$ cat src/mcpu_pkg.sv
// Package: shared types, constants and codes for the microcoded CPU clock step.
package mcpu_pkg;

  localparam int unsigned RamBytes    = 65536;
  localparam int unsigned FlashBytes  = 524288;
  localparam int unsigned SectorBytes = 4096;
  localparam int unsigned UcodeDepth  = 131072;

  // item kinds
  localparam logic [2:0] KindTick  = 3'd0;
  localparam logic [2:0] KindUcode = 3'd1;
  localparam logic [2:0] KindFlash = 3'd2;
  localparam logic [2:0] KindRam   = 3'd3;
  localparam logic [2:0] KindPs2   = 3'd4;
  localparam logic [2:0] KindUart  = 3'd5;
  localparam logic [2:0] KindWarm  = 3'd6;

  localparam logic [23:0] InvMask = 24'b001111110111111111111001;

  // control word bits
  localparam int unsigned SEo  = 0;
  localparam int unsigned SEs  = 1;
  localparam int unsigned SEc  = 2;
  localparam int unsigned SBi  = 3;
  localparam int unsigned SBo  = 4;
  localparam int unsigned SAi  = 5;
  localparam int unsigned SAo  = 6;
  localparam int unsigned SNi  = 7;
  localparam int unsigned SFi  = 8;
  localparam int unsigned SIi  = 9;
  localparam int unsigned SIc  = 10;
  localparam int unsigned SCil = 11;
  localparam int unsigned SCih = 12;
  localparam int unsigned SCol = 13;
  localparam int unsigned SCoh = 14;
  localparam int unsigned SCe  = 15;
  localparam int unsigned SFf  = 16;
  localparam int unsigned SRi  = 17;
  localparam int unsigned SRo  = 18;
  localparam int unsigned SMil = 19;
  localparam int unsigned SMih = 20;
  localparam int unsigned SMz  = 21;
  localparam int unsigned SMc  = 22;
  localparam int unsigned SMe  = 23;

  // flash command bytes and addresses
  localparam logic [14:0] CmdAddr1 = 15'h5555;
  localparam logic [14:0] CmdAddr2 = 15'h2aaa;
  localparam logic [7:0]  CmdAa    = 8'haa;
  localparam logic [7:0]  Cmd55    = 8'h55;
  localparam logic [7:0]  CmdProg  = 8'ha0;
  localparam logic [7:0]  CmdErase = 8'h80;
  localparam logic [7:0]  CmdSect  = 8'h30;
  localparam logic [4:0]  FlagsRst = 5'b11000;

  // flash command states
  localparam logic [2:0] FcIdle  = 3'd0;
  localparam logic [2:0] FcAa    = 3'd1;
  localparam logic [2:0] Fc55    = 3'd2;
  localparam logic [2:0] FcProg  = 3'd3;
  localparam logic [2:0] FcErAa  = 3'd4;
  localparam logic [2:0] FcEr55  = 3'd5;
  localparam logic [2:0] FcErase = 3'd6;

  // controller -> datapath
  typedef struct packed {
    logic       load;     // latch input item
    logic       rd_issue; // issue store reads (ucode)
    logic       rd_mem;   // issue data store read
    logic       execute;  // apply tick / load item
    logic       clr_en;   // ram clear write
    logic       ers_en;   // sector erase write
    logic [15:0] sweep;   // sweep index
  } mcpu_cmd_t;

  // datapath -> controller
  typedef struct packed {
    logic start_erase;
  } mcpu_stat_t;

endpackage

$ cat src/mcpu_ctrl.sv
// Controller: sequences clear pass, tick phases, erase sweep and output handshake.
module mcpu_ctrl (
  input  logic                 clk_i,
  input  logic                 rst_ni,
  input  logic                 in_valid_i,
  output logic                 in_ready_o,
  output logic                 out_valid_o,
  input  logic                 out_ready_i,
  input  mcpu_pkg::mcpu_stat_t stat_i,
  output mcpu_pkg::mcpu_cmd_t  cmd_o
);

  localparam logic [2:0] StClear = 3'd0;
  localparam logic [2:0] StIdle  = 3'd1;
  localparam logic [2:0] StUcode = 3'd2;
  localparam logic [2:0] StMem   = 3'd3;
  localparam logic [2:0] StExec  = 3'd4;
  localparam logic [2:0] StErase = 3'd5;
  localparam logic [2:0] StOut   = 3'd6;

  logic [2:0]  state_q, state_d;
  logic [15:0] cnt_q, cnt_d;

  assign in_ready_o  = (state_q == StIdle);
  assign out_valid_o = (state_q == StOut);

  always_comb begin
    state_d        = state_q;
    cnt_d          = cnt_q;
    cmd_o          = '0;
    cmd_o.sweep    = cnt_q;
    unique case (state_q)
      StClear: begin
        cmd_o.clr_en = 1'b1;
        cnt_d = cnt_q + 16'd1;
        if (cnt_q == 16'hffff) begin
          state_d = StIdle;
          cnt_d = '0;
        end
      end
      StIdle: begin
        if (in_valid_i) begin
          cmd_o.load = 1'b1;
          state_d = StUcode;
        end
      end
      StUcode: begin
        cmd_o.rd_issue = 1'b1;
        state_d = StMem;
      end
      StMem: begin
        cmd_o.rd_mem = 1'b1;
        state_d = StExec;
      end
      StExec: begin
        cmd_o.execute = 1'b1;
        cnt_d = '0;
        state_d = stat_i.start_erase ? StErase : StOut;
      end
      StErase: begin
        cmd_o.ers_en = 1'b1;
        cnt_d = cnt_q + 16'd1;
        if (cnt_q[11:0] == 12'hfff) state_d = StOut;
      end
      StOut: begin
        if (out_ready_i) state_d = StIdle;
      end
      default: state_d = StIdle;
    endcase
  end

  always_ff @(posedge clk_i or negedge rst_ni) begin
    if (!rst_ni) begin
      state_q <= StClear;
      cnt_q   <= '0;
    end else begin
      state_q <= state_d;
      cnt_q   <= cnt_d;
    end
  end

endmodule

$ cat config.mk
export PLATFORM = sky130hd
export DESIGN_NAME = mcpu_ctrl
export DESIGN_NICKNAME = d
export VERILOG_FILES = /design/src/mcpu_pkg.sv /design/src/mcpu_ctrl.sv
export SDC_FILE = /design/constraint.sdc
export NUM_CORES = 1
export LEC_CHECK = 0
export ABC_AREA = 1
export BUFFER_PORTS_ARGS = -buffer_cell sky130_fd_sc_hd__buf_4
export CELL_PAD_IN_SITES_DETAIL_PLACEMENT = 1
export CELL_PAD_IN_SITES_GLOBAL_PLACEMENT = 2
export CORE_UTILIZATION = 32
export CTS_BUF_LIST = sky130_fd_sc_hd__clkbuf_4 sky130_fd_sc_hd__clkbuf_8
export DETAILED_ROUTE_END_ITERATION = 8
export GPL_ROUTABILITY_DRIVEN = 0
export PLACE_DENSITY = 0.94
export SYNTH_ARGS = -nofsm -noshare
export SYNTH_HDL_FRONTEND = slang
export SYNTH_SLANG_ARGS = --single-unit
export TNS_END_PERCENT = 50
$ cat constraint.sdc
create_clock -name clk_i -period 3.6 [get_ports clk_i]
set_clock_uncertainty 0.05 [all_clocks]
set_input_delay 0.36 -clock clk_i [delete_from_list [all_inputs] [get_ports clk_i]]
set_output_delay 0.36 -clock clk_i [all_outputs]
set_load 0.02 [all_outputs]
After elaboration in Yosys (flattened, before gate mapping). Index checks and enable logic that the tools add are counted.

Flip-flop bits (word level): 19. Word-level logic and storage cells: 33.

Add/sub/neg operators: 1. Eq/ne operators: 12. Multiplexer cells: 15. Reduce and logical (&&, ||, !) cells: 3.

Operators by type and width (count): 16-bit case mux with 3 select lines (1); 3-bit case mux with 7 select lines (1); 16-bit by 1-bit adder with 16-bit output, second input constant (1); 16-bit == test, second input constant (1); 16-bit two-way mux (1); 12-bit == test, second input constant (1); 3-bit two-way mux (4); 3-bit == test, second input constant (3); 1-bit two-way mux (7); 3-bit by 2-bit == test with 1-bit output, second input constant (2); 2-bit inequality test, second input constant (3); 4-bit AND reduction (1); 3-bit by 1-bit == test with 1-bit output, second input constant (1); 3-bit logical NOT (1); 3-bit nonzero test (1); 2-bit two-way mux (1); 2-bit by 1-bit inequality test with 1-bit output, second input constant (1).

Longest topological paths before layout. Gate-level depths: netlist of the first run.

Word-level depth: 3. Gate-level depth with buffers: 9.

Least setup slack after synthesis of the first run. OpenSTA, ideal clock, no wires.

Path kind: register -> register. From: reg cnt_q[1]. To: reg state_q[0]. Library setup time: 0.117 ns. Arrival time: 1.387 ns. Required time: 3.433 ns. Path slack: 2.046 ns. Stages on the path, launching flop included: 9. Path buffers: 0. Period minus slack after synthesis: 1.554 ns. Cell sequence: dfrtp_1 -> ha_1 -> inv_1 -> nor2_4 -> nand3_1 -> a21oi_2 -> nand2_1 -> nand2_1 -> nand2_1.

Word-level cells in the longest chain between the ends: 3.

Ends and longest elaborated chain: from (decl) (RTL line mcpu_ctrl.sv:22) `logic [15:0] cnt_q, cnt_d;`; from (signal assigned) (RTL line mcpu_ctrl.sv:78) `cnt_q <= cnt_d;`; 16-bit == test or 12-bit == test (tied branches) (RTL line mcpu_ctrl.sv:36, mcpu_ctrl.sv:63); 2-bit inequality test (no source line); 4-bit AND reduction (no source line) (*); to (signal assigned) (RTL line mcpu_ctrl.sv:74) `state_q <= StClear;`; to (signal assigned) (RTL line mcpu_ctrl.sv:77) `state_q <= state_d;`; to (decl) (RTL line mcpu_ctrl.sv:21) `logic [2:0] state_q, state_d;`.

Mark *: on every way between the ends. The rest lies on a longest branch, timed or not. A chain may end at the register's enable or synchronous reset.

==> impl_metrics.json, run 1 <==
{
  "setup_violations": 0,
  "place.port_buffers": 28,
  "slowest_stage": "dfrtp_1",
  "power_uw": 377,
  "vdd_drop_max_mv": 0.132,
  "synth_area_um2": 1200,
  "first_global_vias": 1196,
  "arrival_ns": 1.38,
  "drc_errors": 0,
  "start_util_pct": 34.6,
  "slew_viol_final": 0,
  "antenna_found_initial": 0,
  "clock-sinks": 19,
  "synth-seq-area-share_pct": 39.6,
  "drv_cap": 0,
  "boundaryPins": 29,
  "synth_seq_cells": 19,
  "rsz0062_at_grt": "no",
  "worst_slew_pin_slew_ns": 0.574,
  "cts_root_buf": "clkbuf_8",
  "final_util_pct": 43.7,
  "cts_buffers": 3,
  "powerDensity_nw_per_um2": 249,
  "die_w_um": 63.3,
  "endpoint_kind": "output port",
  "h-tree-depth": 1,
  "yosys_warnings": 0,
  "cts_tree": "done",
  "wl_um": 3260,
  "synth_cell_types": 28,
  "firstDrtPassIters": 4,
  "drive_above_1_share_pct": 25.0,
  "min_period_over_period_pct": 49.6,
  "slowest_delay_ns": 0.49,
  "clkTransAtPathRegs_ns": 0.07,
  "final_nets": 207,
  "hold_depth": 4,
  "globalRouteOverflowTotal": 0,
  "clock_latency_ns": 0.26,
  "crit_required_ns": 3.19,
  "routedWlPerCell_um": 13.3,
  "p_leak_uw": 0.000759,
  "hold_path_class": "input port to flop",
  "syn_nets": 174,
  "crit_family": "flip-flops",
  "regToRegSetupSlack_ns": 1.89,
  "grtUsageTotal_pct": 17.8,
  "hpwl_um": 2580,
  "grt_first_pass_wirelength_um": 5600,
  "max_freq_mhz": 560,
  "worstSetupPathDepth": 4,
  "period_minus_slack_ns": 1.79,
  "setup_ws_ns": 1.81,
  "clock_path_buffers": 2,
  "crit_fanout": 7,
  "die_h_um": 63.3,
  "cpMostUsedCell": "nor2_1",
  "crit_path_cell_trace": "nor2_1 > inv_1 > nor2_1 > buf_4",
  "syn_avg_cell_area_um2": 7.15,
  "start_kind": "flop",
  "status": "finished, final reports clean",
  "ant_nets": 0,
  "slew-limit-headroom_pct": 61.7,
  "fill_cells": 462,
  "path_buf_inv": 2,
  "path_class": "flop to output port",
  "final_hold_viol_count": 0,
  "pre_cts_ws_ns": 1.86,
  "grt_max_degree": 20,
  "setup_tns_ns": 0,
  "dieArea_um2": 4000,
  "area.growth.synth_to_final_pct": 26.0,
  "diodes": 0,
  "core_um2": 3470,
  "drtIter0Drc": 43,
  "post_cts_buffers": 0,
  "vias_per_cell": 4.82,
  "r2r_cells": 8,
  "num_rows": 21,
  "synthCells": 168,
  "vias": 1186
}
-- metal layers --
metal / GRT usage (%) / share of wire [%]
met1: 23.2 / 47
met2: 29.0 / 46
met3: 2.90 / 4.8
met4: 7.39 / 2.8
met5: 0 / 0
-- report_power, final --
group	leakage, uW	internal, uW	switching, uW
clock	0.0000255	77.1	77.5
combinational	0.000482	3.64	5.64
sequential	0.000251	213	0
-- cell usage after synthesis (all sizes together) --
master	n	share of area [%]
a21boi	1	0.63
nand2	56	18
nand3	11	5.0
nor2	37	14
nand4	3	1.6
ha	1	1.0
inv	15	4.9
a21oi	6	3.8
nand3b	1	0.63
or2	1	0.52
dfrtp	19	40
xnor2	2	1.5
nor3	3	1.2
xor2	2	1.5
o21ai	4	2.0
o21bai	4	2.8
o22ai	1	0.52
buf	1	0.94
-- worst min-delay path, cell delays in order --
cell and delay (ns):
buf_4 0.08, inv_1 0.04, nand4_1 0.13, nand2_1 0.07
-- timing repair --
item / CTS / global route
gates resized for setup: 0 / 0
endpoints found under the setup margin: 0 / 0
hold endpoints to repair: 19 / 0
hold buffers: 1 / 0
-- worst paths after layout --
check                                  from         end
worst max-delay path             state_q[0]   cmd_o[17]
worst min-delay path            out_ready_i  state_q[1]
worst max register to register     cnt_q[0]    cnt_q[5]
worst min register to register     cnt_q[1]    cnt_q[1]
max in group asynchronous            rst_ni  state_q[1]
min in group asynchronous            rst_ni    cnt_q[8]
-- layout make-up --
type / instances / area (um2) / area share, %
tap: 46 / 57.6 / 3.80
multi-input combinational: 133 / 656 / 43.3
clock inverter: 1 / 5.00 / 0.331
sequential: 19 / 475 / 31.4
timing repair buffer: 29 / 220 / 14.5
inverter: 15 / 58.8 / 3.88
clock buffer: 3 / 41.3 / 2.73
-- state kept, by name, indices dropped and copies added, names as in the netlist --
name / cells
cnt_q: 16
state_q: 3
-- layout by cell type (no fill, tap or decap), types with 2 or more instances in the layout --
cell,synthesis,routed
xor2_1,2,2
o21bai_1,3,3
o21ai_0,3,3
xnor2_1,2,2
nand2_1,54,54
nand2_2,2,2
inv_2,4,4
a21oi_1,4,4
buf_4,0,28
clkbuf_8,0,3
nor2_1,31,31
nor2_2,3,3
nor3_1,3,3
dfrtp_1,19,19
nand3_1,10,10
nor2_4,3,3
nand4_1,3,3
inv_1,10,10
-- logic make-up after synthesis --
| logic type | Yosys count | share of synthesized area (%) |
|---|---|---|
| compound gates | 16 | 9.69 |
| flops | 19 | 39.6 |
| simple gates | 112 | 40.9 |
| xor+xnor | 4 | 2.92 |
| fa+ha+maj | 1 | 1.04 |
| buf+inv | 16 | 5.83 |
-- through the flow --
step | cell area, um2 | instances | hold WS (ns)
global placement | 1460 | 241 | 0.205
floorplan | 1200 | 168 | 0.0144
global route | 1510 | 246 | 0.472
CTS | 1510 | 246 | 0.424
detailed placement | 1460 | 241 | 0.207
finish | 1510 | 246 | 0.409
No activity file was read; power rests on OpenSTA's default activity.
==> inputs of run 2 (changes only) <==
CORE_UTILIZATION = 27   (was 32)
PLACE_DENSITY = 0.85   (was 0.94)
clock period = 1.4 ns   (was 3.6 ns; I/O delays follow)
==> run 2 against run 1 <==
Against the previous run:
- the run now ends with setup timing left
- worst hold slack worse by 0.19 ns
- count of clock-buffer cells in the layout up 1
- first-iteration DRC count shrank 16%
- sequential power grew to 2.6 times the previous value
- via count rose by 18%
- critical endpoint is now cnt_q[8]
==> impl_metrics.json, run 2 (synthesis results as in run 1) <==
{
  "die_h_um": 68.7,
  "cpMostUsedCell": "buf_4",
  "globalRouteOverflowTotal": 0,
  "path_buf_inv": 3,
  "grt_max_degree": 20,
  "boundaryPins": 29,
  "first_global_vias": 1397,
  "core_um2": 4140,
  "path_class": "flop to flop",
  "final_cell_area_um2": 2060,
  "largest_register": "cnt_q",
  "r2r-end": "cnt_q[8]",
  "violations": "setup timing",
  "regToRegSetupSlack_ns": -0.05,
  "cts_buffers": 3,
  "start_util_pct": 29.0,
  "arrival_ns": 1.55,
  "antenna_found_initial": 0,
  "crit_fanout": 5,
  "fill_cells": 516,
  "r2r-start": "cnt_q[0]",
  "min_period_over_period_pct": 103,
  "status": "complete, but fails checks",
  "slew_viol_final": 0,
  "setup_violations": 11,
  "h-tree-depth": 1,
  "post_layout_nonfiller_instances": 290,
  "setup_ws_ns": -0.0484,
  "diodes": 0,
  "vias_per_cell": 4.84,
  "final_common_cell": "buf_4",
  "drtIter0Drc": 36,
  "hold_depth": 4,
  "worst_slew_pin_slew_ns": 0.267,
  "endpoint_kind": "flop",
  "clock_latency_ns": 0.26,
  "slowest_delay_ns": 0.43,
  "holdPathEnd": "state_q[1]",
  "vias": 1405,
  "p_leak_uw": 0.000991,
  "wl_um": 4370,
  "ff_latch_area_um2": 483,
  "drive_above_1_share_pct": 56.7,
  "cts_tree": "done",
  "multiInputGateArea_um2": 847,
  "timing.hold.ws_ns": 0.223,
  "hpwl_um": 2980,
  "grtUsageTotal_pct": 18.6,
  "drc_errors": 0,
  "cts_root_buf": "clkbuf_8",
  "routedWlPerCell_um": 15.1,
  "clock-sinks": 19,
  "period_minus_slack_ns": 1.45,
  "rsz0062_at_grt": "yes",
  "slowest_stage": "dfrtp_2",
  "die_w_um": 68.7,
  "clkTransAtPathRegs_ns": 0.07,
  "grt_first_pass_wirelength_um": 6450,
  "setup_tns_ns": -0.204,
  "drv_cap": 0,
  "num_rows": 23,
  "top_regs": "cnt_q (16), state_q (3)",
  "place_inst": 268,
  "clock_path_buffers": 2,
  "final_hold_viol_count": 0,
  "r2r_cells": 8,
  "slew-limit-headroom_pct": 82.2,
  "area.growth.synth_to_final_pct": 71.2,
  "powerDensity_nw_per_um2": 480,
  "place.port_buffers": 28,
  "crit_path_cell_trace": "ha_4 > inv_4 > nor2_4 > buf_4 > buf_4 > nand3_1 > xor2_1 > nor2_1",
  "hold_path_class": "input port to flop",
  "crit_required_ns": 1.50,
  "firstDrtPassIters": 4,
  "dpl_cell_area_um2": 1670,
  "start_kind": "flop",
  "final_cell_mix": "buf_4, nand2_1, nor2_1, nand2_2, dfrtp_1",
  "timing.hold.worst.start": "out_ready_i",
  "largest_reg_flops": 16,
  "ant_nets": 0,
  "final_nets": 247,
  "max_freq_mhz": 690,
  "dieArea_um2": 4720,
  "crit_family": "flip-flops",
  "vdd_drop_max_mv": 0.210
}
## run 2: cell types whose count changed in the layout (fill, tap and decap cells not counted), moves of 3 or more
| cell | delta |
|---|---|
| buf_4 | +35 |
| buf_6 | +5 |
| dfrtp_1 | -6 |
| dfrtp_2 | +6 |
| nand2_1 | -14 |
| nand2_2 | +12 |
| nand3_1 | -3 |
| nor2_1 | -15 |
| nor2_2 | +9 |
| nor2_4 | +6 |
| nor3_1 | -3 |
| nor3_2 | +3 |
## run 2: worst max path at each step
stage | from | endpoint | depth (start not counted)
2_1_floorplan | cnt_q[0] | cnt_q[14] | 8
6_report | cnt_q[0] | cnt_q[8] | 8
4_1_cts | cnt_q[1] | cnt_q[0] | 8
3_3_place_gp | state_q[0] | state_q[0] | 8
3_5_place_dp | cnt_q[0] | cnt_q[0] | 8
5_1_grt | state_q[0] | cmd_o[17] | 4
## run 2: layout make-up
class	instances	area share, %
Clock buffer	4	2.37
Multi-Input combinational cell	133	41.2
Tap cell	50	3.04
Sequential cell	19	23.5
Inverter	15	3.71
Timing Repair Buffer	69	26.2
## run 2: metrics by stage
step                total power (uW)  worst slack (ns)  util [%]
finish                           987           -0.0484      49.6
global route                    1020            -0.117      49.6
CTS                              998           -0.0625      43.9
detailed placement               582            -0.134      40.2
global placement                 581           -0.0387      40.2
floorplan                        561          -0.00609         -
## run 2: routing by layer
metal / wire length (um) / vias up / track usage, %
met5: 0 / - / 0
met4: 77 / 0 / 5.61
met3: 127 / 7 / 1.97
met2: 2340 / 29 / 36.5
met1: 1820 / 689 / 20.8
li1: - / 680 / -
## run 2: where the power goes
| part | switching, uW | internal [uW] | leakage (uW) | total, uW |
|---|---|---|---|---|
| clock | 193 | 222 | 0.0000262 | 415 |
| sequential | 0 | 548 | 0.000244 | 548 |
| combinational | 14.4 | 9.37 | 0.000721 | 23.7 |
## run 2: repair_timing
action,CTS,global route
setup endpoints to repair,25,27
pin swaps,9,12
gates resized for setup,20,39
setup buffers,5,12
hold buffers,1,0
hold endpoints to repair,19,0
## run 2: worst register-to-register path, cell delays in order (launching register included)
cell	delay, ns
dfrtp_2	0.43
ha_4	0.17
inv_4	0.06
nor2_4	0.04
buf_4	0.13
buf_4	0.12
nand3_1	0.10
xor2_1	0.18
nor2_1	0.07
